==> src/design/afr_pkg.sv <==
`default_nettype none
package afr_pkg;

   localparam int START_COUNT = 2;
   localparam int MAX_FRAME   = 64;
   localparam int LEN_MIN     = START_COUNT + 5;

   localparam int COUNT_W = 7;
   localparam int BYTE_W  = 8;
   localparam int WORD_W  = 16;
   localparam int TICK_W  = 16;

   localparam int QUEUE_DEPTH = 2;
   localparam int QPTR_W      = $clog2(QUEUE_DEPTH);
   localparam int QCNT_W      = $clog2(QUEUE_DEPTH + 1);

   typedef enum logic {
      KIND_BYTE = 1'b0,
      KIND_TICK = 1'b1
   } kind_type;

   typedef enum logic [1:0] {
      ERR_NONE  = 2'd0,
      ERR_START = 2'd1,
      ERR_ADDR  = 2'd2,
      ERR_SUM   = 2'd3
   } cause_type;

   typedef enum logic [1:0] {
      CSR_FRAME_LENGTH   = 2'd0,
      CSR_DEVICE_ADDRESS = 2'd1,
      CSR_SYNC_BYTE      = 2'd2,
      CSR_TIMEOUT_TICKS  = 2'd3
   } csr_index_type;

   typedef struct packed {
      kind_type          kind;
      logic [BYTE_W-1:0] data;
   } entry_type;

   typedef struct packed {
      logic [COUNT_W-1:0] frame_length;
      logic [BYTE_W-1:0]  device_address;
      logic [BYTE_W-1:0]  sync_byte;
      logic [TICK_W-1:0]  timeout_ticks;
   } cfg_type;

   // clamp the programmed length into the supported range
   function automatic logic [COUNT_W-1:0] eff_length(input logic [COUNT_W-1:0] len);
      logic [COUNT_W-1:0] r;
      r = len;
      if (len < COUNT_W'(LEN_MIN)) r = COUNT_W'(LEN_MIN);
      if (len > COUNT_W'(MAX_FRAME)) r = COUNT_W'(MAX_FRAME);
      return r;
   endfunction

endpackage
`default_nettype wire

==> src/design/afr_front.sv <==
`default_nettype none
module afr_front
   import afr_pkg::*;
(
   input  wire logic              clock,
   input  wire logic              reset,
   input  wire logic              req_valid,
   output      logic              req_ready,
   input  wire logic              req_opcode,
   input  wire logic [BYTE_W-1:0] req_rx_byte,
   output      logic              push_valid,
   input  wire logic              push_ready,
   output      entry_type         push_entry
);

   logic      valid_ff, valid_in;
   entry_type entry_ff, entry_in;
   logic      take;

   assign req_ready  = !valid_ff || push_ready;
   assign take       = req_valid && req_ready;
   assign push_valid = valid_ff;
   assign push_entry = entry_ff;

   always_comb begin
      valid_in = valid_ff;
      entry_in = entry_ff;
      if (valid_ff && push_ready) valid_in = 1'b0;
      if (take) begin
         valid_in      = 1'b1;
         entry_in.kind = req_opcode ? KIND_TICK : KIND_BYTE;
         entry_in.data = req_rx_byte;
      end
   end

   always_ff @(posedge clock) begin
      if (reset) begin
         valid_ff <= 1'b0;
      end else begin
         valid_ff <= valid_in;
      end
      entry_ff <= entry_in;
   end

endmodule
`default_nettype wire

==> src/design/afr_queue.sv <==
`default_nettype none
module afr_queue
   import afr_pkg::*;
(
   input  wire logic      clock,
   input  wire logic      reset,
   input  wire logic      push_valid,
   output      logic      push_ready,
   input  wire entry_type push_entry,
   output      logic      pop_valid,
   input  wire logic      pop_ready,
   output      entry_type pop_entry
);

   entry_type          slot_ff [QUEUE_DEPTH];
   logic [QPTR_W-1:0]  wr_ptr_ff, wr_ptr_in, rd_ptr_ff, rd_ptr_in;
   logic [QCNT_W-1:0]  count_ff, count_in;
   logic               push, pop;

   assign push_ready = count_ff < QCNT_W'(QUEUE_DEPTH);
   assign pop_valid  = count_ff != '0;
   assign pop_entry  = slot_ff[rd_ptr_ff];
   assign push       = push_valid && push_ready;
   assign pop        = pop_valid && pop_ready;

   always_comb begin
      wr_ptr_in = wr_ptr_ff;
      rd_ptr_in = rd_ptr_ff;
      count_in  = count_ff;
      if (push) wr_ptr_in = (wr_ptr_ff == QPTR_W'(QUEUE_DEPTH - 1)) ? '0 : wr_ptr_ff + 1'b1;
      if (pop)  rd_ptr_in = (rd_ptr_ff == QPTR_W'(QUEUE_DEPTH - 1)) ? '0 : rd_ptr_ff + 1'b1;
      if (push && !pop) count_in = count_ff + 1'b1;
      else if (pop && !push) count_in = count_ff - 1'b1;
   end

   always_ff @(posedge clock) begin
      if (reset) begin
         wr_ptr_ff <= '0;
         rd_ptr_ff <= '0;
         count_ff  <= '0;
      end else begin
         wr_ptr_ff <= wr_ptr_in;
         rd_ptr_ff <= rd_ptr_in;
         count_ff  <= count_in;
      end
      if (push) slot_ff[wr_ptr_ff] <= push_entry;
   end

   a_count_bound: assert property (@(posedge clock) disable iff (reset)
      count_ff <= QCNT_W'(QUEUE_DEPTH))
      else $error("queue over capacity");

   a_count_track: assert property (@(posedge clock) disable iff (reset)
      (push && !pop) |=> count_ff == $past(count_ff) + 1'b1)
      else $error("queue count missed a write");

   a_ptr_gap: assert property (@(posedge clock) disable iff (reset)
      (count_ff == '0 || count_ff == QCNT_W'(QUEUE_DEPTH)) |-> wr_ptr_ff == rd_ptr_ff)
      else $error("queue pointers out of step");

endmodule
`default_nettype wire

==> src/design/afr_back.sv <==
`default_nettype none
module afr_back
   import afr_pkg::*;
(
   input  wire logic              clock,
   input  wire logic              reset,
   input  wire cfg_type           cfg,
   input  wire logic              pop_valid,
   output      logic              pop_ready,
   input  wire entry_type         pop_entry,
   output      logic              rsp_valid,
   input  wire logic              rsp_ready,
   output      logic              rsp_frame_ok,
   output      logic [1:0]        rsp_error_cause,
   output      logic [BYTE_W-1:0] rsp_command_flag,
   output      logic [WORD_W-1:0] rsp_data_word
);

   logic [COUNT_W-1:0] count_ff, count_in;
   logic [TICK_W-1:0]  idle_ff, idle_in, idle_sat;
   logic [BYTE_W-1:0]  acc_ff, acc_in, base_acc;
   cause_type          err_ff, err_in, base_err, final_err;
   logic [BYTE_W-1:0]  flag_ff, flag_in, base_flag;
   logic [WORD_W-1:0]  word_ff, word_in, base_word;

   logic               out_valid_ff, out_valid_in;
   cause_type          out_err_ff, out_err_in;
   logic [BYTE_W-1:0]  out_flag_ff, out_flag_in;
   logic [WORD_W-1:0]  out_word_ff, out_word_in;

   logic               step, first, last;
   logic [COUNT_W-1:0] len;
   logic [BYTE_W-1:0]  b;

   // only a closing byte needs the response register free
   assign pop_ready = !out_valid_ff || rsp_ready || pop_entry.kind == KIND_TICK || !last;
   assign step      = pop_valid && pop_ready;
   assign b         = pop_entry.data;
   assign len       = eff_length(cfg.frame_length);
   assign first     = count_ff == '0;
   assign last      = count_ff >= len - 1'b1;

   // a new frame starts from clean capture state
   assign base_err  = first ? ERR_NONE : err_ff;
   assign base_acc  = first ? cfg.sync_byte : acc_ff;
   assign base_flag = first ? '0 : flag_ff;
   assign base_word = first ? '0 : word_ff;
   assign idle_sat  = (idle_ff == '1) ? idle_ff : idle_ff + 1'b1;
   assign final_err = (base_err == ERR_NONE && base_acc != b) ? ERR_SUM : base_err;

   always_comb begin
      count_in     = count_ff;
      idle_in      = idle_ff;
      acc_in       = acc_ff;
      err_in       = err_ff;
      flag_in      = flag_ff;
      word_in      = word_ff;
      out_valid_in = out_valid_ff && !rsp_ready;
      out_err_in   = out_err_ff;
      out_flag_in  = out_flag_ff;
      out_word_in  = out_word_ff;
      if (step) begin
         if (pop_entry.kind == KIND_TICK) begin
            if (!first) begin
               if (idle_sat >= cfg.timeout_ticks) begin
                  count_in = '0;
                  idle_in  = '0;
               end else begin
                  idle_in = idle_sat;
               end
            end
         end else if (last) begin
            out_valid_in = 1'b1;
            out_err_in   = final_err;
            out_flag_in  = base_flag;
            out_word_in  = base_word;
            count_in     = '0;
            idle_in      = '0;
         end else begin
            err_in  = base_err;
            acc_in  = base_acc;
            flag_in = base_flag;
            word_in = base_word;
            if (first) begin
               idle_in = '0;
            end else begin
               if (count_ff < COUNT_W'(START_COUNT)) begin
                  if (b != cfg.sync_byte && base_err == ERR_NONE) err_in = ERR_START;
               end else if (count_ff == COUNT_W'(START_COUNT)) begin
                  if (b != cfg.device_address && base_err == ERR_NONE) err_in = ERR_ADDR;
               end else if (count_ff == COUNT_W'(START_COUNT + 1)) begin
                  flag_in = b;
               end else if (count_ff == COUNT_W'(START_COUNT + 2)) begin
                  word_in = {b, base_word[BYTE_W-1:0]};
               end else if (count_ff == COUNT_W'(START_COUNT + 3)) begin
                  word_in = {base_word[WORD_W-1:BYTE_W], b};
               end
               acc_in = base_acc ^ b;
            end
            count_in = count_ff + 1'b1;
         end
      end
   end

   always_ff @(posedge clock) begin
      if (reset) begin
         count_ff     <= '0;
         idle_ff      <= '0;
         acc_ff       <= '0;
         err_ff       <= ERR_NONE;
         flag_ff      <= '0;
         word_ff      <= '0;
         out_valid_ff <= 1'b0;
      end else begin
         count_ff     <= count_in;
         idle_ff      <= idle_in;
         acc_ff       <= acc_in;
         err_ff       <= err_in;
         flag_ff      <= flag_in;
         word_ff      <= word_in;
         out_valid_ff <= out_valid_in;
      end
      out_err_ff  <= out_err_in;
      out_flag_ff <= out_flag_in;
      out_word_ff <= out_word_in;
   end

   assign rsp_valid        = out_valid_ff;
   assign rsp_frame_ok     = out_err_ff == ERR_NONE;
   assign rsp_error_cause  = out_err_ff;
   assign rsp_command_flag = out_flag_ff;
   assign rsp_data_word    = out_word_ff;

   a_count_range: assert property (@(posedge clock) disable iff (reset)
      count_ff < COUNT_W'(MAX_FRAME))
      else $error("byte count past longest frame");

   a_tick_no_rsp: assert property (@(posedge clock) disable iff (reset)
      (step && pop_entry.kind == KIND_TICK) |=> !$rose(out_valid_ff))
      else $error("tick produced a response");

   a_rsp_restarts: assert property (@(posedge clock) disable iff (reset)
      (step && pop_entry.kind == KIND_BYTE && last) |=> count_ff == '0 && idle_ff == '0)
      else $error("frame end did not restart the count");

endmodule
`default_nettype wire

==> src/design/addressed_frame_receiver_xor_check_top.sv <==
`default_nettype none
// Addressed frame receiver with XOR checksum. Each request is either a received
// byte (opcode 0) or a one-millisecond tick (opcode 1). Bytes are counted into
// frames of frame_length bytes (clamped to 7..64). Byte 0 is taken unchecked, byte 1
// must equal the sync byte register, byte 2 must equal device_address, byte 3 is
// the command flag and bytes 4/5 form a big-endian data word. A running XOR seeded
// with the sync byte covers bytes 1..n-2 and must match the last byte. The last
// byte of a frame yields one response with frame_ok, the first failure cause, the
// flag and the word; every other request yields none. A partial frame is dropped
// silently once timeout_ticks ticks have arrived since its first byte. Throughput
// is one request per clock while no closing byte waits on the response register:
// an input register classifies the request, a two-entry queue decouples it from
// the frame engine, and the engine updates its state into a response register.
// While a response waits to be taken, ticks and bytes that do not close a frame
// keep flowing; only a closing byte waits for the response register to free up.
// A response is registered behind the input register and the queue. Configuration
// writes are always accepted and must only be issued while the block is idle.
module addressed_frame_receiver_xor_check_top
   import afr_pkg::*;
(
   input  wire logic              clock,
   input  wire logic              reset,
   // request channel
   input  wire logic              req_valid,
   output      logic              req_ready,
   input  wire logic              req_opcode,
   input  wire logic [BYTE_W-1:0] req_rx_byte,
   // response channel
   output      logic              rsp_valid,
   input  wire logic              rsp_ready,
   output      logic              rsp_frame_ok,
   output      logic [1:0]        rsp_error_cause,
   output      logic [BYTE_W-1:0] rsp_command_flag,
   output      logic [WORD_W-1:0] rsp_data_word,
   // register write channel
   input  wire logic              csr_valid,
   output      logic              csr_ready,
   input  wire logic [1:0]        csr_index,
   input  wire logic [TICK_W-1:0] csr_wdata
);

   cfg_type   cfg_ff, cfg_in;
   logic      push_valid, push_ready, pop_valid, pop_ready;
   entry_type push_entry, pop_entry;

   assign csr_ready = 1'b1;

   // register file
   always_comb begin
      cfg_in = cfg_ff;
      if (csr_valid) begin
         unique case (csr_index_type'(csr_index))
            CSR_FRAME_LENGTH:   cfg_in.frame_length   = csr_wdata[COUNT_W-1:0];
            CSR_DEVICE_ADDRESS: cfg_in.device_address = csr_wdata[BYTE_W-1:0];
            CSR_SYNC_BYTE:      cfg_in.sync_byte      = csr_wdata[BYTE_W-1:0];
            CSR_TIMEOUT_TICKS:  cfg_in.timeout_ticks  = csr_wdata;
            default:            cfg_in = cfg_ff;
         endcase
      end
   end

   always_ff @(posedge clock) begin
      if (reset) begin
         cfg_ff.frame_length   <= COUNT_W'(9);
         cfg_ff.device_address <= '0;
         cfg_ff.sync_byte      <= '0;
         cfg_ff.timeout_ticks  <= TICK_W'(100);
      end else begin
         cfg_ff <= cfg_in;
      end
   end

   // classify and register the request
   afr_front u_front (
      .clock       (clock),
      .reset       (reset),
      .req_valid   (req_valid),
      .req_ready   (req_ready),
      .req_opcode  (req_opcode),
      .req_rx_byte (req_rx_byte),
      .push_valid  (push_valid),
      .push_ready  (push_ready),
      .push_entry  (push_entry)
   );

   // decoupling queue
   afr_queue u_queue (
      .clock      (clock),
      .reset      (reset),
      .push_valid (push_valid),
      .push_ready (push_ready),
      .push_entry (push_entry),
      .pop_valid  (pop_valid),
      .pop_ready  (pop_ready),
      .pop_entry  (pop_entry)
   );

   // frame engine and response register
   afr_back u_back (
      .clock            (clock),
      .reset            (reset),
      .cfg              (cfg_ff),
      .pop_valid        (pop_valid),
      .pop_ready        (pop_ready),
      .pop_entry        (pop_entry),
      .rsp_valid        (rsp_valid),
      .rsp_ready        (rsp_ready),
      .rsp_frame_ok     (rsp_frame_ok),
      .rsp_error_cause  (rsp_error_cause),
      .rsp_command_flag (rsp_command_flag),
      .rsp_data_word    (rsp_data_word)
   );

endmodule
`default_nettype wire
==> config.mk <==
export PLATFORM = sky130hd
export DESIGN_NAME = addressed_frame_receiver_xor_check_top
export DESIGN_NICKNAME = d
export VERILOG_FILES = /design/src/design/afr_pkg.sv /design/src/design/afr_front.sv /design/src/design/afr_queue.sv /design/src/design/afr_back.sv /design/src/design/addressed_frame_receiver_xor_check_top.sv
export SDC_FILE = /design/constraint.sdc
export NUM_CORES = 1
export LEC_CHECK = 0
export ABC_CLOCK_PERIOD_IN_PS = 3800
export BUFFER_PORTS_ARGS = -buffer_cell sky130_fd_sc_hd__buf_2
export CAP_MARGIN = 20
export CORE_MARGIN = 3
export CORE_UTILIZATION = 54
export DETAILED_ROUTE_END_ITERATION = 6
export GPL_TIMING_DRIVEN = 0
export PLACE_DENSITY = 0.83
export SLEW_MARGIN = 5
export SYNTH_ARGS = -nofsm -noshare
export SYNTH_HDL_FRONTEND = slang
export SYNTH_SLANG_ARGS = --single-unit
export TNS_END_PERCENT = 50
==> constraint.sdc <==
create_clock -name clock -period 3.8 [get_ports clock]
set_input_delay 0.57 -clock clock [delete_from_list [all_inputs] [get_ports clock]]
set_output_delay 0.57 -clock clock [all_outputs]
set_load 0.05 [all_outputs]
Word level (Yosys, flattened, before mapping)
Memory sizes are Yosys's and may differ from the RTL's. A register that Yosys moved wholly into a read port is not among the register bits. Index checks and enable logic that the tools add are counted.

Logic and storage cells: 131. Output and inout port bits: 30. Memories: 1. Bits in writable memories: 18. Register bits: 137.

Memories: u_queue.slot_ff (words 2, bits a word 9, read ports 1, clocked after Yosys merged registers in 1, write ports 1, line afr_queue.sv:15) `entry_type slot_ff [QUEUE_DEPTH];`.

Magnitude comparators: 6. Equality and inequality tests: 13. Bitwise operators: 3. Reductions and logical operators: 35. $add $sub $neg: 7. Multiplexer cells: 46.

Operators by type and width (count): 2-to-1 mux 16 bit (12); 2-to-1 mux 8 bit (8); 2-to-1 mux 7 bit (6); inequality test 8 bit (3); adder 16 x 1 -> 16 bit (second input constant) (1); == test 16 bit (second input constant) (1); >= comparator 16 bit (1); 2-to-1 mux 2 bit (8); == test 7 x 2 -> 1 bit (second input constant) (2); == test 7 x 3 -> 1 bit (second input constant) (2); 2-to-1 mux 1 bit (12); AND reduction 3 bit (4); logical AND 1 bit (9); AND reduction 2 bit (4); XOR 8 bit (1); adder 7 x 1 -> 7 bit (second input constant) (1); >= comparator 7 bit (1); greater-than comparator 7 bit (second input constant) (1); logical NOT 7 bit (1); less-than comparator 7 x 2 -> 1 bit (second input constant) (1); less-than comparator 7 x 3 -> 1 bit (second input constant) (1); subtractor 7 x 1 -> 7 bit (second input constant) (1); logical NOT 1 bit (6); logical NOT 2 bit (3); other kinds (12) (20).

Logic depth before layout (Yosys ltp)
Gate-level depths: netlist of run 1.

Depth after elaboration: 11. Depth in mapped cells: 14.

Hierarchy
From an unflattened synthesis of run 1, not the netlist that was laid out.

Cell total of the unflattened synthesis: 773. Area total of the unflattened synthesis: 7813.7 um2.

Modules (own cells, without submodules): afr_back (cells an instance 551, area an instance 4988.5 um2, times used 1); addressed_frame_receiver_xor_check_top (cells an instance 157, area an instance 1640.3 um2, times used 1); afr_queue (cells an instance 51, area an instance 859.6 um2, times used 1); afr_front (cells an instance 14, area an instance 325.3 um2, times used 1).

Worst setup path before layout of run 1
OpenSTA, ideal clock, no wires.

Path type: register -> register. Start point: reg cfg_ff[35] (netlist bit). End point: reg u_back.out_flag_ff[0] (netlist: u_back.rsp_command_flag[0]), enable pin. Required time: 3.391 ns. Setup time: 0.409 ns. Setup slack: -0.048 ns. Arrival: 3.439 ns. Stages on the path, launching flop included: 12. Clock period less this slack: 3.848 ns. Buffers on the path: 0. Cells stage by stage: dfxtp_1 -> nor3_1 -> o21ai_0 -> ha_1 -> nand2_1 -> a32oi_1 -> ha_1 -> a21o_1 -> a221oi_2 -> o21a_1 -> o211ai_1 -> nor2_1.

Cells in the longest elaborated chain, start to end: 9. Elaborated cells between the ends (all ways): 10. Classes of those cells: add/sub: 1; order compare: 3; mux: 2; reduce/logical: 4.

RTL lines: from (decl) (line addressed_frame_receiver_xor_check_top.sv:42) `cfg_type cfg_ff, cfg_in;`; from (signal assigned) (line addressed_frame_receiver_xor_check_top.sv:69) `cfg_ff <= cfg_in;`; less-than comparator 7 x 3 -> 1 bit (line afr_pkg.sv:52) `if (len < COUNT_W'(LEN_MIN)) r = COUNT_W'(LEN_MIN);`; 2-to-1 mux 7 bit (line afr_pkg.sv:52); 2-to-1 mux 7 bit (*) (line afr_pkg.sv:53) `if (len > COUNT_W'(MAX_FRAME)) r = COUNT_W'(MAX_FRAME);`; subtractor 7 x 1 -> 7 bit (*) (line afr_back.sv:41) `assign last = count_ff >= len - 1'b1;`; >= comparator 7 bit (*) (line afr_back.sv:41); logical NOT 1 bit (line afr_back.sv:36) `assign pop_ready = !out_valid_ff || rsp_ready || pop_entry.kind == KIND_TICK || !last;`; logical OR 1 bit (line afr_back.sv:36); logical AND 1 bit (line afr_back.sv:37) `assign step = pop_valid && pop_ready;`; AND reduction 3 bit (no line) (*); to (signal assigned) (line afr_back.sv:124) `out_flag_ff <= out_flag_in;`; to (decl) (line afr_back.sv:28) `logic [BYTE_W-1:0] out_flag_ff, out_flag_in;`.

Mark *: on every way between the ends. The rest lies on a longest branch, timed or not. A chain may end at the register's enable or synchronous reset.

Worst setup path in the final report of run 1
Start point: reg u_back.idle_ff[0]. End point: reg u_back.idle_ff[7].

Cells in the longest elaborated chain, start to end: 6. Elaborated cells between the ends (all ways): 7. Classes of those cells: add/sub: 1; order compare: 1; eq/ne: 1; mux: 4.

RTL lines: from (decl) (line afr_back.sv:20) `logic [TICK_W-1:0] idle_ff, idle_in, idle_sat;`; from (signal assigned) (line afr_back.sv:116) `idle_ff <= idle_in;`; adder 16 x 1 -> 16 bit or == test 16 bit (tied branches) (line afr_back.sv:48) `assign idle_sat = (idle_ff == '1) ? idle_ff : idle_ff + 1'b1;`; 2-to-1 mux 16 bit (*) (line afr_back.sv:48); >= comparator 16 bit (line afr_back.sv:65) `if (idle_sat >= cfg.timeout_ticks) begin`; 2-to-1 mux 16 bit (*) (line afr_back.sv:65); 2-to-1 mux 16 bit (*) (line afr_back.sv:64) `if (!first) begin`; 2-to-1 mux 16 bit (*) (line afr_back.sv:63) `if (pop_entry.kind == KIND_TICK) begin`.

Mark *: on every way between the ends. The rest lies on a longest branch, timed or not. The select of a mux whose other input is x is not followed.

==> results.txt, run 1 <==
status: completed
Worst Skew: 7.76 ps
die width: 124 µm
CTS Buf Count: 17
static leakage: 3.48 nW
final WL: 17800 µm
Cells after DPL: 1001
async set-reset flop share out of synthesis: 0%
Yosys warning total: 0
Worst EP required: 4130 ps
antenna-violating nets left: 0
total gr overflow: 0
syn nets: 826
crit end category: flop
Nets: 916
die height: 124 µm
post-DP HPWL: 12500 µm
Finished Core Util: 65.6%
achievable frequency: 0.274 GHz
CP Launch Type: flop
post-synthesis compound-gate area fraction: 15.4%
wire length per cell: 17.1 µm
largest net degree at the start of global routing: 22
starting density of the core: 56.1%
Post-synth EDFFs: 53
Initial DRT Pass Iterations: 5
Mapped Area: 7580 µm²
initial DRC count: 571
# IOs: 62
worst skew pair latency: 430 ps
clock slew at reported path FFs: 70 ps
Max-Slew Margin vs Limit: 45.8%
post-placement setup slack: -248 ps
Min Hold Slack: 312 ps
multiplexer share of the synthesized area: 6.69%
TritonCTS clock tree: built
Mapped Cells: 764
critical path class: flop to flop
H-tree levels: 4
GP Congestion: 0.931
clk buf depth: 2
commonest non-fill, non-tap cell in the layout: dfxtp_1
Max FO, Critical Path: 7
Total GRT Usage: 22.8%
port bufs: 60
Pwr per Cell Area: 541 nW/µm²
Avg Inst Size Synth: 9.92 µm²
TritonCTS sink count: 156
global-route wire length before repair: 28700 µm
Pins Over Slew Limit: 0
fraction of layout cells with a size suffix above 1: 17.8%
hold_buf cts: 0
Clock Root Buffer: clkbuf_16
setup ws final: 148 ps
xor-xnor portion of the synthesized cell area: 3.47%
DR DRC count: 0
Worst Hold Class: input port to flop
final hold vios: 0
worst vdd ir: 359 µV
register area share after synthesis: 48.2%
Pwr Total: 4.79 mW
#FFs+latches synth: 156
Setup-failing EPs final: 0
most frequent cells in the layout: dfxtp_1, buf_2, nor2_1, nand2_1, a21oi_1
largest family of logic cells by synthesized area: simple AND/OR/NAND/NOR gates
antenna diode instance count: 0
Post-Synth Adder-Cell Area: 4.95%
area delta synth->final: 16.9%
core area: 13500 µm²
Netlist cell types: 63
initial antenna violation count: 0
Post-Synth Simple-Gate Area: 18.0%
CP arrival: 3980 ps
Non-Filler Instances: 1043
Worst Tran Pin Value: 812 ps
Final Cycle Share: 96.1%
final worst path period need: 3650 ps
Avg Vias per Cell: 6.05
Die Area: 15500 µm²
max-cap viol count: 0
Std-Cell Rows: 42
via count: 6310
Main synth FF type: dfxtp_1
vias in the first global route: 5601
==> cells in the mapped netlist (all sizes together) (8+ instances only) <==
| cell type | instances | area (µm²) |
|---|---|---|
| o21ai | 39 | 195 |
| and2 | 27 | 169 |
| nand2 | 58 | 218 |
| a211oi | 13 | 97.6 |
| ha | 30 | 375 |
| nand3 | 23 | 115 |
| mux2i | 36 | 360 |
| nor4 | 10 | 68.8 |
| edfxtp | 53 | 1590 |
| inv | 22 | 82.6 |
| nor3 | 13 | 80.1 |
| and3 | 13 | 81.3 |
| a22oi | 8 | 60.1 |
| nand4 | 17 | 106 |
| a22o | 12 | 105 |
| nor2 | 67 | 268 |
| dfxtp | 103 | 2060 |
| xor2 | 9 | 78.8 |
| a21oi | 57 | 285 |
| o31ai | 12 | 100 |
| xnor2 | 21 | 184 |
| mux2 | 13 | 146 |
| buf | 17 | 81.3 |
| clkbuf | 21 | 78.8 |
==> flip-flops by register name (all words and copies together), names as in the netlist, named ones only <==
| name | flops |
|---|---|
| u_back.flag_ff | 8 |
| u_queue.slot_ff | 18 |
| u_front.push_valid | 1 |
| u_back.err_ff | 2 |
| cfg_ff | 39 |
| u_back.count_ff | 7 |
| u_back.rsp_error_cause | 2 |
| u_queue.count_ff | 2 |
| u_queue.rd_ptr_ff | 1 |
| u_back.rsp_data_word | 16 |
| u_back.word_ff | 16 |
| u_back.idle_ff | 16 |
| u_queue.wr_ptr_ff | 1 |
| u_back.rsp_valid | 1 |
| u_back.acc_ff | 8 |
| u_back.rsp_command_flag | 8 |
| u_front.push_entry | 9 |
==> cells by family after synthesis <==
group	after synthesis
AOI/OAI and AO/OA	179
xor gates and xnor gates	30
adders and majority gates	30
buffers and inverters	60
DFF	156
muxes	49
other	1
and+or+nand+nor	259
==> path summary, 6_finish.rpt <==
check / slack, ps / cells after the start / startpoint / endpoint
worst max-delay path: 150 / 14 / u_back.idle_ff[0] / u_back.idle_ff[7]
worst min-delay path: 310 / 1 / req_rx_byte[7] / u_front.push_entry[7]
worst max register to register: 150 / 14 / u_back.idle_ff[0] / u_back.idle_ff[7]
worst min register to register: 440 / 0 / u_front.push_entry[7] / u_queue.slot_ff[1][7]
==> metrics by stage <==
step	TNS (ps)	area (µm²)
floorplan	0	7580
global placement	-7480	8100
detailed placement	-3190	8110
CTS	-588	8730
global route	-31.9	8860
finish	0	8860
==> critical path, cell delays in order, from the launching register on <==
cell      delay (ps)
dfxtp_2          400
ha_2             220
nand3_2          140
nor3_4           290
and4_1           230
mux2_2           350
ha_1             320
and4_4           250
o311ai_1         120
o311ai_2         260
buf_4            190
nor3_4            60
buf_4            170
a211o_1          280
a32o_1           250
==> routing by layer <==
layer / wire, µm / share of wire [%] / GRT usage, %
met1: 7810 / 44 / 32.3
met2: 7870 / 44 / 34.3
met3: 1730 / 9.7 / 5.49
met4: 422 / 2.4 / 8.06
met5: 0 / 0 / 0
==> area by class of cell <==
class                   instances  area [µm²]
plain buffers                  37         163
clock buffers                  19         464
clock inverters                13         129
fillers                      1043        4650
inverters                      22        82.6
multi-input cells             548        3740
flip-flops and latches        156        3660
well taps                     176         220
repair buffers                 72         398
==> report_power, final <==
part / total [mW] / switching [mW] / internal [mW]
sequential: 1.88 / 0.0649 / 1.81
clock: 1.69 / 0.718 / 0.972
combinational: 1.22 / 0.809 / 0.412
==> what timing repair did <==
action | 4_1_cts | 5_1_grt
endpoints found under the setup margin | 19 | 57
buffers inserted | 0 | 11
resized for setup | 3 | 16
cloned | 0 | 0
pin swaps | 1 | 7
Power figures use the tool's default switching activity.
==> run 2, diff against run 1 <==
- CTS_BUF_LIST: default -> sky130_fd_sc_hd__clkbuf_16
- HOLD_SLACK_MARGIN: default -> 0.12
==> run 2 against run 1 <==
Effect of this change:
- worst setup slack better by 12 ps
- largest cell class unchanged
- first-iteration DRC count is 6.1% higher
- highest routed layer unchanged
- clock skew is 0.57 ps higher
- critical path type unchanged
==> results.txt, run 2 (synthesis gave the netlist of run 1 again) <==
TritonCTS clock tree: built
# IOs: 62 (unchanged)
CP Launch Type: flop
CP arrival: 3960 ps (-20 ps)
worst r2r path cells: 14 (unchanged)
Nets: 916 (unchanged)
global-route wire length before repair: 28700 µm (+0.12%)
Setup-failing EPs final: 0 (unchanged)
clock slew at reported path FFs: 70 ps (about the same)
most frequent cells in the layout: dfxtp_1, buf_2, nor2_1, nand2_1, a21oi_1
final WL: 17900 µm (+0.34%)
Clock Root Buffer: clkbuf_16
die width: 124 µm (unchanged)
Clk pwr share: 34.9% (-0.4 points)
Cells after DPL: 1001 (unchanged)
worst skew pair latency: 430 ps (about the same)
Non-Filler Instances: 1043 (unchanged)
setup ws final: 160 ps (+12.0 ps)
fraction of layout cells with a size suffix above 1: 17.6% (-0.12 points)
antenna diode instance count: 0 (unchanged)
Flop pwr share: 39.3% (about the same)
starting density of the core: 56.1% (unchanged)
commonest non-fill, non-tap cell in the layout: dfxtp_1
clk buf depth: 2 (unchanged)
DR DRC count: 0 (unchanged)
vias in the first global route: 5605 (+0.071%)
Worst Skew: 8.33 ps (+0.571 ps)
fillers: 1043 (unchanged)
via count: 6354 (+0.70%)
H-tree levels: 4 (unchanged)
antenna-violating nets left: 0 (unchanged)
reg2reg start: u_back.idle_ff[0]
hold path start: req_rx_byte[7]
final hold vios: 0 (unchanged)
Initial DRT Pass Iterations: 5 (unchanged)
cells along the critical path: ha_2, nand3_2, nor3_4, and4_1, mux2_2, ha_1, and4_4, o311ai_1, o311ai_2, buf_4, nor3_4, buf_4, a211o_1, a32o_1
post-DP HPWL: 12500 µm (unchanged)
Internal: 3.18 mW (-0.62%)
post-placement setup slack: -248 ps (unchanged)
TritonCTS sink count: 156 (unchanged)
max reg flops: 39 (unchanged)
largest registers: cfg_ff: 39 flops, u_queue.slot_ff: 18 flops
Pins Over Slew Limit: 0 (unchanged)
Max FO, Critical Path: 7 (unchanged)
Die Area: 15500 µm² (unchanged)
area delta synth->final: 16.8%
Comb pwr share: 25.7% (+0.2 points)
Pwr per Cell Area: 539 nW/µm² (-0.28%)
critical path class: flop to flop
port bufs: 60 (unchanged)
CP bufs+invs: 2 (unchanged)
CTS Buf Count: 17 (unchanged)
Hold Crit Depth: 1 (unchanged)
worst vdd ir: 359 µV (-0.17%)
final worst path period need: 3640 ps (-12.0 ps)
Finished Core Util: 65.5% (-0.074 points)
Worst Tran Pin Value: 814 ps (+1.65 ps)
Worst EP required: 4120 ps (about the same)
critical path's slowest cell: dfxtp_2
crit-path max cell delay: 400 ps (about the same)
die height: 124 µm (unchanged)
static leakage: 3.47 nW (-0.16%)
wire length per cell: 17.2 µm (+0.34%)
initial DRC count: 606 (+6.1%)
Sw Share: 33.4% (+0.16 points)
achievable frequency: 0.275 GHz (+0.33%)
total gr overflow: 0 (unchanged)
Total GRT Usage: 22.8% (about the same)
crit end category: flop
Std-Cell Rows: 42 (unchanged)
Avg Vias per Cell: 6.09 (+0.70%)
largest net degree at the start of global routing: 22 (unchanged)
Worst Hold Class: input port to flop
crit-path leading delay family: simple AND/OR/NAND/NOR gates
max-cap viol count: 0 (unchanged)
largest reg by FF count: cfg_ff
number of cells on the critical path: 14 (unchanged)
Max-Slew Margin vs Limit: 45.7% (-0.11 points)
status: completed
Final Cycle Share: 95.8% (-0.32 points)
core area: 13500 µm² (unchanged)
GP Congestion: 0.931 (unchanged)
flop2flop setup slack: 160 ps (about the same)
initial antenna violation count: 0 (unchanged)
CP Launch Point: u_back.idle_ff[0]
NetSw: 1.59 mW (about the same)
-- run 2: cell types whose count changed in the layout (fill, tap and decap cells not counted) --
cell	change
clkbuf_8	-1
clkinv_1	+1
-- run 2: through the flow --
stage	instance area [µm²]	hold slack, ps	total power, mW	setup TNS (ps)
floorplan	7580	421	2.71	0
global placement	8100	423	3.01	-7480
detailed placement	8110	430	3.03	-3190
CTS	8720	300	4.70	-588
global route	8850	299	4.97	-31.9
finish	8850	314	4.77	0
-- run 2: power by group through the flow --
stage | logic (mW) | registers (mW) | clock network (mW)
finish | 1.23 | 1.88 | 1.66
global route | 1.32 | 1.88 | 1.76
CTS | 1.14 | 1.87 | 1.68
detailed placement | 1.12 | 1.91 | 0
global placement | 1.10 | 1.90 | 0
floorplan | 0.817 | 1.90 | 0
-- run 2: worst reg2reg max path, delay by kind of cell (launching register included) --
| family | cells | cell delay (ps) |
|---|---|---|
| muxes | 1 | 350 |
| AOI/OAI and AO/OA | 4 | 910 |
| adders and majority gates | 2 | 540 |
| buffers and inverters | 2 | 360 |
| DFF | 1 | 400 |
| and+or+nand+nor | 5 | 970 |
-- run 2: path summary, 6_finish.rpt --
path	to
worst max-delay path	u_back.idle_ff[7]
worst min-delay path	u_front.push_entry[7]
worst max register to register	u_back.idle_ff[7]
worst min register to register	u_queue.slot_ff[1][7]
-- run 2: layout make-up --
| cell class | count | area, µm² | area share, % |
|---|---|---|---|
| multi-input combinational | 548 | 3740 | 42.3 |
| sequential | 156 | 3660 | 41.3 |
| clock buffer | 18 | 450 | 5.09 |
| timing repair buffer | 72 | 398 | 4.50 |
| tap | 176 | 220 | 2.49 |
| buffer | 37 | 163 | 1.84 |
| clock inverter | 14 | 133 | 1.50 |
| inverter | 22 | 82.6 | 0.934 |
-- run 2: timing repair --
item / in CTS / in global routing
buffers inserted: 0 / 11
hold endpoints to repair: 0 / 0
hold buffers: 0 / 0
resized for setup: 3 / 16
pin swaps: 1 / 7
cloned: 0 / 0
setup endpoints to repair: 19 / 57
-- run 2: metal layers --
layer	up-vias	track usage (%)	wire length, µm
li1	2985	-	-
met1	2990	32.3	7700
met2	335	34.4	7940
met3	44	5.49	1840
met4	0	8.06	417
met5	-	0	0
